`config.mk`:
```
export PLATFORM = sky130hd
export DESIGN_NAME = floppy_transfer_sequencer_top_flat
export DESIGN_NICKNAME = d
export VERILOG_FILES = /design/src/fts_pkg.sv /design/src/fts_ifs.sv /design/src/fts_ram.sv /design/src/floppy_transfer_sequencer_top.sv /design/src/flat_wrapper.sv
export SDC_FILE = /design/constraint.sdc
export NUM_CORES = 1
export LEC_CHECK = 0
export BUFFER_PORTS_ARGS = -buffer_cell sky130_fd_sc_hd__buf_2
export CORE_MARGIN = 1
export CORE_UTILIZATION = 35
export CTS_BUF_LIST = sky130_fd_sc_hd__clkbuf_4 sky130_fd_sc_hd__clkbuf_8
export DETAILED_ROUTE_END_ITERATION = 7
export SLEW_MARGIN = 20
export SYNTH_ARGS = -nofsm -noshare
export SYNTH_HDL_FRONTEND = slang
export SYNTH_SLANG_ARGS = --single-unit
export TNS_END_PERCENT = 20
```
`constraint.sdc`:
```
create_clock -name clk_i -period 12.8 [get_ports clk_i]
set_clock_uncertainty 0.15 [all_clocks]
set_input_delay 1.28 -clock clk_i [delete_from_list [all_inputs] [get_ports clk_i]]
set_output_delay 1.28 -clock clk_i [all_outputs]
set_load 0.05 [all_outputs]
```
`src/fts_pkg.sv`:
```
// Shared types and constants of the floppy transfer sequencer.
// No dependencies; used by the channel interfaces and the top module.
`default_nettype none

package fts_pkg;

  localparam int QueueDepth = 4;
  localparam int QidxW      = (QueueDepth > 1) ? $clog2(QueueDepth) : 1;
  localparam int CntW       = $clog2(QueueDepth + 1);

  localparam int BlkW   = 9;
  localparam int WordsW = 16;
  localparam int RetryW = 4;
  localparam int LsecW  = BlkW + 2;
  localparam int SecW   = 5;
  localparam int TrkW   = 7;
  localparam int KindW  = 2;

  localparam logic [BlkW-1:0]   MaxBlocksRst = 9'd500;
  localparam logic [RetryW-1:0] RetryLimRst  = 4'd10;

  localparam logic [WordsW-1:0] WordsPerSector = 16'd64;
  localparam int                SectorsPerTrk = 26;
  localparam logic [TrkW-1:0]   WrapTrack     = 7'd77;

  // floor(L / 26) = (L * Recip) >> RecipShift for every L below 2^LsecW
  localparam int                RecipW     = 12;
  localparam logic [RecipW-1:0] Recip      = 12'd2521;
  localparam int                RecipShift = 16;

  localparam logic [KindW-1:0] KindCmd    = 2'd0;
  localparam logic [KindW-1:0] KindFinish = 2'd1;
  localparam logic [KindW-1:0] KindReject = 2'd2;

  localparam logic FuncRequest    = 1'b0;
  localparam logic FuncCompletion = 1'b1;

  localparam logic RegMaxBlocks  = 1'b0;
  localparam logic RegRetryLimit = 1'b1;
  localparam int   PaddrW        = 3;

  typedef struct packed {
    logic              func;
    logic [BlkW-1:0]   block_number;
    logic [WordsW-1:0] word_count;
    logic              is_read;
    logic              drive_unit;
    logic              error_flag;
  } in_word_t;

  typedef struct packed {
    logic [KindW-1:0] kind;
    logic             read_op;
    logic             unit;
    logic [SecW-1:0]  sector;
    logic [TrkW-1:0]  track;
    logic             request_error;
    logic             last;
  } out_word_t;

  typedef struct packed {
    logic [BlkW-1:0]   blk;
    logic [WordsW-1:0] words;
    logic              rd;
    logic              un;
  } entry_t;

  localparam int EntryW = $bits(entry_t);

endpackage

`default_nettype wire

```
`src/fts_ifs.sv`:
```
// Valid/ready channel interfaces for input and result words.
// Depends on fts_pkg for the payload types.
`default_nettype none

interface fts_in_if;
  logic               valid;
  logic               ready;
  fts_pkg::in_word_t  data;
  modport source (output valid, output data, input ready);
  modport sink (input valid, input data, output ready);
endinterface

interface fts_out_if;
  logic               valid;
  logic               ready;
  fts_pkg::out_word_t data;
  modport source (output valid, output data, input ready);
  modport sink (input valid, input data, output ready);
endinterface

`default_nettype wire

```
`src/fts_ram.sv`:
```
// Generic single-write, single-read RAM with registered read data.
// No dependencies.
`default_nettype none

module fts_ram #(
  parameter int Width = 8,
  parameter int Depth = 4
) (
  input  wire logic                                   clk_i,
  input  wire logic                                   we_i,
  input  wire logic [((Depth > 1) ? $clog2(Depth) : 1)-1:0] waddr_i,
  input  wire logic [Width-1:0]                       wdata_i,
  input  wire logic                                   re_i,
  input  wire logic [((Depth > 1) ? $clog2(Depth) : 1)-1:0] raddr_i,
  output logic      [Width-1:0]                       rdata_o
);

  logic [Width-1:0] mem_q [Depth];

  always_ff @(posedge clk_i) begin
    if (we_i) begin
      mem_q[waddr_i] <= wdata_i;
    end
    if (re_i) begin
      rdata_o <= mem_q[raddr_i];
    end
  end

endmodule

`default_nettype wire

```
`src/floppy_transfer_sequencer_top.sv`:
```
// Floppy transfer sequencer: queue in fts_ram; needs fts_pkg, fts_ifs and fts_ram.
// A command passes S_DIV (quotient register quot_q) and S_CMD into the output register;
// a finish or rejection passes msg_q and S_MSG; a finish with a next command goes
// S_MSG, S_LOAD (queue RAM read), S_DIV, S_CMD. Words are taken only in S_IDLE, so not
// while a word is in progress; S_MSG and S_CMD wait for a free output register.
// Reset clears control state, loads max_blocks 500 and retry_limit 10; RAM not cleared.
`default_nettype none

module floppy_transfer_sequencer_top (
  input  wire logic                         clk_i,
  input  wire logic                         rst_ni,
  fts_in_if.sink                            in_i,
  fts_out_if.source                         out_o,
  input  wire logic                         psel,
  input  wire logic                         penable,
  input  wire logic                         pwrite,
  input  wire logic [fts_pkg::PaddrW-1:0]   paddr,
  input  wire logic [31:0]                  pwdata,
  output logic      [31:0]                  prdata,
  output logic                              pready
);

  localparam logic [2:0] S_IDLE = 3'd0;
  localparam logic [2:0] S_MSG  = 3'd1;
  localparam logic [2:0] S_LOAD = 3'd2;
  localparam logic [2:0] S_DIV  = 3'd3;
  localparam logic [2:0] S_CMD  = 3'd4;

  localparam int QidxW = fts_pkg::QidxW;
  localparam int CntW  = fts_pkg::CntW;

  logic [2:0]                      state_q, state_d;
  logic [fts_pkg::BlkW-1:0]        max_blocks_q, max_blocks_d;
  logic [fts_pkg::RetryW-1:0]      retry_limit_q, retry_limit_d;
  logic [QidxW-1:0]                head_q, head_d;
  logic [CntW-1:0]                 count_q, count_d;
  logic                            busy_q, busy_d;
  logic [1:0]                      sib_q, sib_d;
  logic [fts_pkg::RetryW-1:0]      retry_q, retry_d;
  logic [fts_pkg::BlkW-1:0]        blk_q, blk_d;
  logic [fts_pkg::WordsW-1:0]      words_q, words_d;
  logic                            failed_q, failed_d;
  logic                            hrd_q, hrd_d;
  logic                            hun_q, hun_d;
  logic [fts_pkg::TrkW-1:0]        quot_q, quot_d;
  fts_pkg::out_word_t              msg_q, msg_d;
  logic                            load_pend_q, load_pend_d;
  logic                            out_valid_q, out_valid_d;
  fts_pkg::out_word_t              out_data_q, out_data_d;

  logic                            in_fire;
  logic                            slot_free;
  logic                            cfg_write;
  logic                            ram_we, ram_re;
  logic [QidxW-1:0]                ram_waddr, ram_raddr;
  fts_pkg::entry_t                 ram_wdata, ram_rdata;
  logic [CntW:0]                   tail_sum, head_sum;
  logic [QidxW-1:0]                tail_idx, head_next;
  logic [CntW-1:0]                 cnt_next;
  logic [fts_pkg::RetryW:0]        retry_inc;
  logic                            fail_eff;
  logic [fts_pkg::LsecW-1:0]       lsec;
  logic [fts_pkg::LsecW+fts_pkg::RecipW-1:0] prod;
  logic [fts_pkg::LsecW-1:0]       rem_full;
  logic [6:0]                      rem3;
  logic [6:0]                      smod;
  logic [fts_pkg::TrkW-1:0]        trk;

  fts_ram #(
    .Width (fts_pkg::EntryW),
    .Depth (fts_pkg::QueueDepth)
  ) u_queue_ram (
    .clk_i   (clk_i),
    .we_i    (ram_we),
    .waddr_i (ram_waddr),
    .wdata_i (ram_wdata),
    .re_i    (ram_re),
    .raddr_i (ram_raddr),
    .rdata_o (ram_rdata)
  );

  assign in_i.ready  = (state_q == S_IDLE);
  assign in_fire     = in_i.valid && (state_q == S_IDLE);
  assign slot_free   = !out_valid_q || out_o.ready;
  assign out_o.valid = out_valid_q;
  assign out_o.data  = out_data_q;

  assign pready    = 1'b1;
  assign cfg_write = psel && penable && pwrite;

  always_comb begin
    prdata = 32'd0;
    case (paddr[2])
      fts_pkg::RegMaxBlocks:  prdata = {{(32 - fts_pkg::BlkW){1'b0}}, max_blocks_q};
      fts_pkg::RegRetryLimit: prdata = {{(32 - fts_pkg::RetryW){1'b0}}, retry_limit_q};
      default:                prdata = 32'd0;
    endcase
  end

  always_comb begin
    tail_sum = (CntW + 1)'(head_q) + (CntW + 1)'(count_q);
    if (tail_sum >= (CntW + 1)'(fts_pkg::QueueDepth)) begin
      tail_sum = tail_sum - (CntW + 1)'(fts_pkg::QueueDepth);
    end
    tail_idx = tail_sum[QidxW-1:0];
    head_sum = (CntW + 1)'(head_q) + (CntW + 1)'(1);
    if (head_sum >= (CntW + 1)'(fts_pkg::QueueDepth)) begin
      head_sum = head_sum - (CntW + 1)'(fts_pkg::QueueDepth);
    end
    head_next = head_sum[QidxW-1:0];
    cnt_next  = (count_q != '0) ? count_q - CntW'(1) : '0;
    retry_inc = {1'b0, retry_q} + (fts_pkg::RetryW + 1)'(1);
    fail_eff  = failed_q || in_i.data.error_flag;

    lsec     = {blk_q, sib_q};
    prod     = lsec * fts_pkg::Recip;
    rem_full = lsec - fts_pkg::LsecW'(quot_q) * fts_pkg::LsecW'(fts_pkg::SectorsPerTrk);
    rem3     = 7'(rem_full[4:0]) * 7'd3;
    if (rem3 >= 7'(2 * fts_pkg::SectorsPerTrk)) begin
      smod = rem3 - 7'(2 * fts_pkg::SectorsPerTrk);
    end else if (rem3 >= 7'(fts_pkg::SectorsPerTrk)) begin
      smod = rem3 - 7'(fts_pkg::SectorsPerTrk);
    end else begin
      smod = rem3;
    end
    trk = quot_q + fts_pkg::TrkW'(1);
    if (trk == fts_pkg::WrapTrack) begin
      trk = '0;
    end
  end

  always_comb begin
    state_d       = state_q;
    max_blocks_d  = max_blocks_q;
    retry_limit_d = retry_limit_q;
    head_d        = head_q;
    count_d       = count_q;
    busy_d        = busy_q;
    sib_d         = sib_q;
    retry_d       = retry_q;
    blk_d         = blk_q;
    words_d       = words_q;
    failed_d      = failed_q;
    hrd_d         = hrd_q;
    hun_d         = hun_q;
    quot_d        = quot_q;
    msg_d         = msg_q;
    load_pend_d   = load_pend_q;
    out_data_d    = out_data_q;
    out_valid_d   = out_valid_q && !out_o.ready;
    ram_we        = 1'b0;
    ram_waddr     = tail_idx;
    ram_wdata     = '{blk: in_i.data.block_number, words: in_i.data.word_count,
                      rd: in_i.data.is_read, un: in_i.data.drive_unit};
    ram_re        = 1'b0;
    ram_raddr     = head_next;

    if (cfg_write) begin
      case (paddr[2])
        fts_pkg::RegMaxBlocks:  max_blocks_d  = pwdata[fts_pkg::BlkW-1:0];
        fts_pkg::RegRetryLimit: retry_limit_d = pwdata[fts_pkg::RetryW-1:0];
        default: ;
      endcase
    end

    case (state_q)
      S_IDLE: begin
        if (in_fire) begin
          if (in_i.data.func == fts_pkg::FuncRequest) begin
            msg_d = '{kind: fts_pkg::KindFinish, read_op: in_i.data.is_read,
                      unit: in_i.data.drive_unit, sector: '0, track: '0,
                      request_error: 1'b1, last: 1'b1};
            load_pend_d = 1'b0;
            if (in_i.data.block_number >= max_blocks_q) begin
              state_d = S_MSG;
            end else if (count_q >= CntW'(fts_pkg::QueueDepth)) begin
              msg_d.kind          = fts_pkg::KindReject;
              msg_d.request_error = 1'b0;
              state_d             = S_MSG;
            end else begin
              ram_we  = 1'b1;
              count_d = count_q + CntW'(1);
              if (!busy_q) begin
                if (count_q == '0) begin
                  blk_d    = in_i.data.block_number;
                  words_d  = in_i.data.word_count;
                  sib_d    = 2'd0;
                  retry_d  = '0;
                  failed_d = 1'b0;
                  hrd_d    = in_i.data.is_read;
                  hun_d    = in_i.data.drive_unit;
                end
                state_d = S_DIV;
              end
            end
          end else if (busy_q) begin
            busy_d = 1'b0;
            if (in_i.data.error_flag && (retry_inc <= {1'b0, retry_limit_q})) begin
              retry_d = retry_inc[fts_pkg::RetryW-1:0];
              state_d = S_DIV;
            end else begin
              retry_d = '0;
              if (words_q <= fts_pkg::WordsPerSector) begin
                msg_d = '{kind: fts_pkg::KindFinish, read_op: hrd_q, unit: hun_q,
                          sector: '0, track: '0, request_error: fail_eff,
                          last: (cnt_next == '0)};
                load_pend_d = (cnt_next != '0);
                ram_re      = (cnt_next != '0);
                head_d      = head_next;
                count_d     = cnt_next;
                sib_d       = 2'd0;
                failed_d    = 1'b0;
                state_d     = S_MSG;
              end else begin
                words_d  = words_q - fts_pkg::WordsPerSector;
                sib_d    = sib_q + 2'd1;
                if (sib_q == 2'd3) begin
                  blk_d = blk_q + fts_pkg::BlkW'(1);
                end
                failed_d = fail_eff;
                state_d  = S_DIV;
              end
            end
          end
        end
      end
      S_MSG: begin
        if (slot_free) begin
          out_data_d  = msg_q;
          out_valid_d = 1'b1;
          state_d     = load_pend_q ? S_LOAD : S_IDLE;
        end
      end
      S_LOAD: begin
        blk_d    = ram_rdata.blk;
        words_d  = ram_rdata.words;
        hrd_d    = ram_rdata.rd;
        hun_d    = ram_rdata.un;
        sib_d    = 2'd0;
        retry_d  = '0;
        failed_d = 1'b0;
        state_d  = S_DIV;
      end
      S_DIV: begin
        quot_d  = prod[fts_pkg::RecipShift +: fts_pkg::TrkW];
        state_d = S_CMD;
      end
      S_CMD: begin
        if (slot_free) begin
          out_data_d = '{kind: fts_pkg::KindCmd, read_op: hrd_q, unit: hun_q,
                         sector: fts_pkg::SecW'(smod) + fts_pkg::SecW'(1), track: trk,
                         request_error: 1'b0, last: 1'b1};
          out_valid_d = 1'b1;
          busy_d      = 1'b1;
          state_d     = S_IDLE;
        end
      end
      default: state_d = S_IDLE;
    endcase
  end

  always_ff @(posedge clk_i or negedge rst_ni) begin
    if (!rst_ni) begin
      state_q       <= S_IDLE;
      max_blocks_q  <= fts_pkg::MaxBlocksRst;
      retry_limit_q <= fts_pkg::RetryLimRst;
      head_q        <= '0;
      count_q       <= '0;
      busy_q        <= 1'b0;
      sib_q         <= 2'd0;
      retry_q       <= '0;
      blk_q         <= '0;
      words_q       <= '0;
      failed_q      <= 1'b0;
      hrd_q         <= 1'b0;
      hun_q         <= 1'b0;
      quot_q        <= '0;
      msg_q         <= '0;
      load_pend_q   <= 1'b0;
      out_valid_q   <= 1'b0;
      out_data_q    <= '0;
    end else begin
      state_q       <= state_d;
      max_blocks_q  <= max_blocks_d;
      retry_limit_q <= retry_limit_d;
      head_q        <= head_d;
      count_q       <= count_d;
      busy_q        <= busy_d;
      sib_q         <= sib_d;
      retry_q       <= retry_d;
      blk_q         <= blk_d;
      words_q       <= words_d;
      failed_q      <= failed_d;
      hrd_q         <= hrd_d;
      hun_q         <= hun_d;
      quot_q        <= quot_d;
      msg_q         <= msg_d;
      load_pend_q   <= load_pend_d;
      out_valid_q   <= out_valid_d;
      out_data_q    <= out_data_d;
    end
  end

endmodule

`default_nettype wire
```
`src/flat_wrapper.sv`:
```
// flat-port wrapper written by rule: the top's interface ports become plain ports
module floppy_transfer_sequencer_top_flat 
  (clk_i, rst_ni, psel, penable, pwrite, paddr, pwdata, prdata, pready, in_i_valid, in_i_data, in_i_ready, out_o_valid, out_o_data, out_o_ready);
  fts_in_if in_i_i ();
  fts_out_if out_o_i ();
  input  wire logic clk_i;
  input  wire logic rst_ni;
  input  wire logic psel;
  input  wire logic penable;
  input  wire logic pwrite;
  input  wire logic [fts_pkg::PaddrW-1:0] paddr;
  input  wire logic [31:0] pwdata;
  output logic      [31:0] prdata;
  output logic pready;
  input wire logic [$bits(in_i_i.valid)-1:0] in_i_valid;
  input wire logic [$bits(in_i_i.data)-1:0] in_i_data;
  output wire logic [$bits(in_i_i.ready)-1:0] in_i_ready;
  output wire logic [$bits(out_o_i.valid)-1:0] out_o_valid;
  output wire logic [$bits(out_o_i.data)-1:0] out_o_data;
  input wire logic [$bits(out_o_i.ready)-1:0] out_o_ready;
  assign in_i_i.valid = in_i_valid;
  assign in_i_i.data = in_i_data;
  assign in_i_ready = in_i_i.ready;
  assign out_o_valid = out_o_i.valid;
  assign out_o_data = out_o_i.data;
  assign out_o_i.ready = out_o_ready;
  floppy_transfer_sequencer_top u_core (.clk_i(clk_i), .rst_ni(rst_ni), .in_i(in_i_i), .out_o(out_o_i), .psel(psel), .penable(penable), .pwrite(pwrite), .paddr(paddr), .pwdata(pwdata), .prdata(prdata), .pready(pready));
endmodule
```
==> run_results.csv <==
group,metric,value,unit
synth,synthDistinctLibCells,74,
final_layout,layout_common_cells,"edfxtp_1 (135), ha_1 (109), inv_1 (91), dfrtp_1 (79), buf_2 (73)",
final_layout,num-fill-cells,3404,
synth,netlist_area,12800,um2
setup_path,crit_path_top_delay_cell,"dfrtp_1",
placement,gp_congestion,0.846,
setup_path,reg2reg_setup_slack,6.95,ns
die,io_pins,124,
detailed_routing,drtAntennaViolNets,0,
clocking,worstSkewPairLatency,0.55,ns
hold_path,hold_end,"u_core.out_o.data[1]$_DFFE_PN0P_",
setup_path,crit_fanout,7,
clocking,clkSinkCount,224,
flow_run,drv_cap,0,
final_layout,drive_gt1_share,20.0,%
global_routing,antenna_found_initial,2,
setup_path,worstPathArrival,6.14,ns
clocking,clockBufferDepth,3,
setup_path,critPathKind,"reg -> reg",
timing,hold_viol_final,0,
final_layout,seqCellArea,6290,um2
die,core_area,35700,um2
final_layout,multi_input_area,5920,um2
detailed_routing,avgViaCountPerCell,4.98,
clocking,numCtsBuffers,42,
final_layout,layout_commonest_cell,"edfxtp_1",
placement,io_buffer_count,74,
synth,ys.flop_type,"edfxtp_1",
die,die_y,193,um
global_routing,first_global_vias,8273,
outcome,violations,"design-rule violations",
detailed_routing,drt_iter0_markers,440,
timing,hold_ws,0.319,ns
timing,finalMaxSlewViolations,0,
setup_path,path_buf_inv,4,
setup_path,crit_top_cell,"fa_1",
timing,clock.fmax,0.171,GHz
global_routing,grt_start_max_net_pins,59,
clocking,tritoncts,"done",
timing,finalSetupViolCount,0,
timing,setup_tns,0,ns
timing,max_slew_margin,41.1,%
global_routing,track_usage,15.3,%
timing,grt_setup_unrepaired,"no",
detailed_routing,wl,27.7,mm
outcome,status,"complete, but fails checks",
final_layout,nets,1348,
setup_path,end_kind,"register",
setup_path,crit_family,"adder cells",
detailed_routing,dr.pass1.iters,8,
timing,period_needed,5.85,ns
die,rows,69,
clocking,postCtsSetupBuffers,0,
hold_path,hp-start,"u_core.out_o.data[1]$_DFFE_PN0P_",
timing,worstMarginPinSlew,0.876,ns
die,die-area,37200,um2
clocking,cts_resized,0,
setup_path,reg2reg_from,"u_core.blk_q[3]$_DFFE_PN0P_",
die,initial_core_util,35.7,%
final_layout,diodes,0,
detailed_routing,vias,8076,
synth,synthCells,1032,
detailed_routing,drcViolationCount,6,
clocking,clk_pin_slew,0.05,ns
synth,syn_avg_cell_area,12.4,um2
setup_path,required,13.09,ns
synth,yosysWarnings,0,
clocking,holdBufCountCts,0,
setup_path,worstReg2RegEnd,"u_core.quot_q[6]$_DFFE_PN0P_",
timing,period_share,45.7,%
setup_path,cp-start-kind,"register",
setup_path,max_stage_delay,0.58,ns
global_routing,grt_first_pass_wirelength,44.3,mm
clocking,root_buffer,"clkbuf_8",
hold_path,worstHoldPathType,"reg -> reg",
placement,dp_hpwl,19.8,mm
synth,ys_ff_latch,224,
synth,seq_area_frac_synth,49.3,%
setup_path,crit_chain,"inv_1, fa_1, fa_1, inv_1, fa_1, inv_1, fa_1, fa_1, inv_1, ha_1, nand4_1, nor2_1, a211oi_1, o31ai_1, a221o_1, and2_1, o31a_1, o21a_1, o31ai_1",
clocking,htree_levels,2,
die,die_w,193,um
synth,async_flop_share,39.7,%
synth,synth_edf_count,135,
hold_path,worstHoldPathCells,2,
global_routing,grt.overflow.total,0,
final_layout,syn_to_final_growth,13.1,%
setup_path,reg2regPathDepth,19,
detailed_routing,routedWlPerCell,17.1,um
worst reg2reg max path, stage by stage (launching register included):
cell,delay (ns)
dfrtp_1,0.58
inv_1,0.18
fa_1,0.52
fa_1,0.50
inv_1,0.06
fa_1,0.53
inv_1,0.05
fa_1,0.50
fa_1,0.56
inv_1,0.04
ha_1,0.33
nand4_1,0.11
nor2_1,0.06
a211oi_1,0.22
o31ai_1,0.18
a221o_1,0.36
and2_1,0.20
o31a_1,0.28
o21a_1,0.18
o31ai_1,0.18
cells by family after synthesis:
family          share of synthesized area, %
mux                                     7.97
compound gates                          9.86
xor+xnor                                2.92
fa+ha+maj                               16.7
simple gates                            8.17
flops                                   49.3
other cells                           0.0589
buf+inv                                 5.05
routing by layer:
layer  global-route usage (%)  wire, um  part of all wire (%)
met1                     20.5     12700                    46
met2                     25.8     13300                    48
met3                     2.66      1320                   4.8
met4                     3.61       365                   1.3
met5                        0        13                 0.047
how the worst max path moves through the flow:
stage / from / to / slack (ns) / depth (start not counted)
2_1_floorplan: in_i_data[19] / u_core.u_queue_ram.mem_q[1][0]$_DFFE_PP_ / 6.80 / 10
5_1_grt: u_core.blk_q[3]$_DFFE_PN0P_ / u_core.quot_q[6]$_DFFE_PN0P_ / 6.65 / 19
3_3_place_gp: u_core.blk_q[3]$_DFFE_PN0P_ / u_core.quot_q[6]$_DFFE_PN0P_ / 7.01 / 19
4_1_cts: u_core.blk_q[3]$_DFFE_PN0P_ / u_core.quot_q[6]$_DFFE_PN0P_ / 6.92 / 19
3_5_place_dp: u_core.blk_q[3]$_DFFE_PN0P_ / u_core.quot_q[6]$_DFFE_PN0P_ / 6.94 / 19
6_report: u_core.blk_q[3]$_DFFE_PN0P_ / u_core.quot_q[6]$_DFFE_PN0P_ / 6.95 / 19
flip-flops by register name, summed over array words and instances (netlist names), 3 cells and up:
name	cells
u_core.blk_q	9
u_core.count_q	3
u_core.max_blocks_q	9
u_core.msg_q	6
u_core.out_o.data	18
u_core.quot_q	7
u_core.retry_limit_q	4
u_core.retry_q	4
u_core.state_q	3
u_core.u_queue_ram.mem_q	108
u_core.u_queue_ram.rdata_o	27
u_core.words_q	16
cells in the mapped netlist, types with 4 or more instances:
cell	n	area (um2)
dfstp_2	8	210
a21o_1	14	105
dfrtp_1	81	2030
ha_1	109	1360
buf_4	26	195
and3_1	15	93.8
nor3_1	11	55.1
o31ai_1	8	60.1
fa_1	38	761
xor2_1	16	140
xnor2_1	22	193
mux2_2	20	225
or3_1	7	43.8
clkbuf_1	23	86.3
edfxtp_1	135	4050
mux2i_1	15	150
a22o_1	5	43.8
nor4_1	5	31.3
o21ai_0	55	275
a211oi_1	12	90.1
nand3_1	17	85.1
a221o_1	7	70.1
nor2_1	57	214
nor2b_1	7	43.8
a31oi_1	7	43.8
nand2_1	65	244
a311oi_1	4	35.0
inv_1	91	342
mux4_2	27	608
a21oi_1	50	250
o21a_1	9	67.6
nand4_1	4	25.0
nand2b_1	8	50.1
area by class of cell:
class	instances	area share, %
Sequential cell	224	43.6
Multi-Input combinational cell	685	41.0
Clock buffer	63	5.23
Tap cell	461	4.00
Timing Repair Buffer	85	3.16
Inverter	92	2.39
Clock inverter	13	0.564
stage by stage:
| stage | instance area [um2] | worst slack, ns | utilization [%] | cells |
|---|---|---|---|---|
| 2_1_floorplan | 12800 | 6.80 | - | 1054 |
| 3_3_place_gp | 13600 | 7.01 | 38.0 | 1547 |
| 3_5_place_dp | 13600 | 6.94 | 38.0 | 1547 |
| 4_1_cts | 14400 | 6.92 | 40.4 | 1623 |
| 5_1_grt | 14400 | 6.65 | 40.4 | 1623 |
| 6_report | 14400 | 6.95 | 40.4 | 1623 |
Power is not shown: default switching activity piles up to over one toggle a cycle in this logic, so the estimate is an artifact.
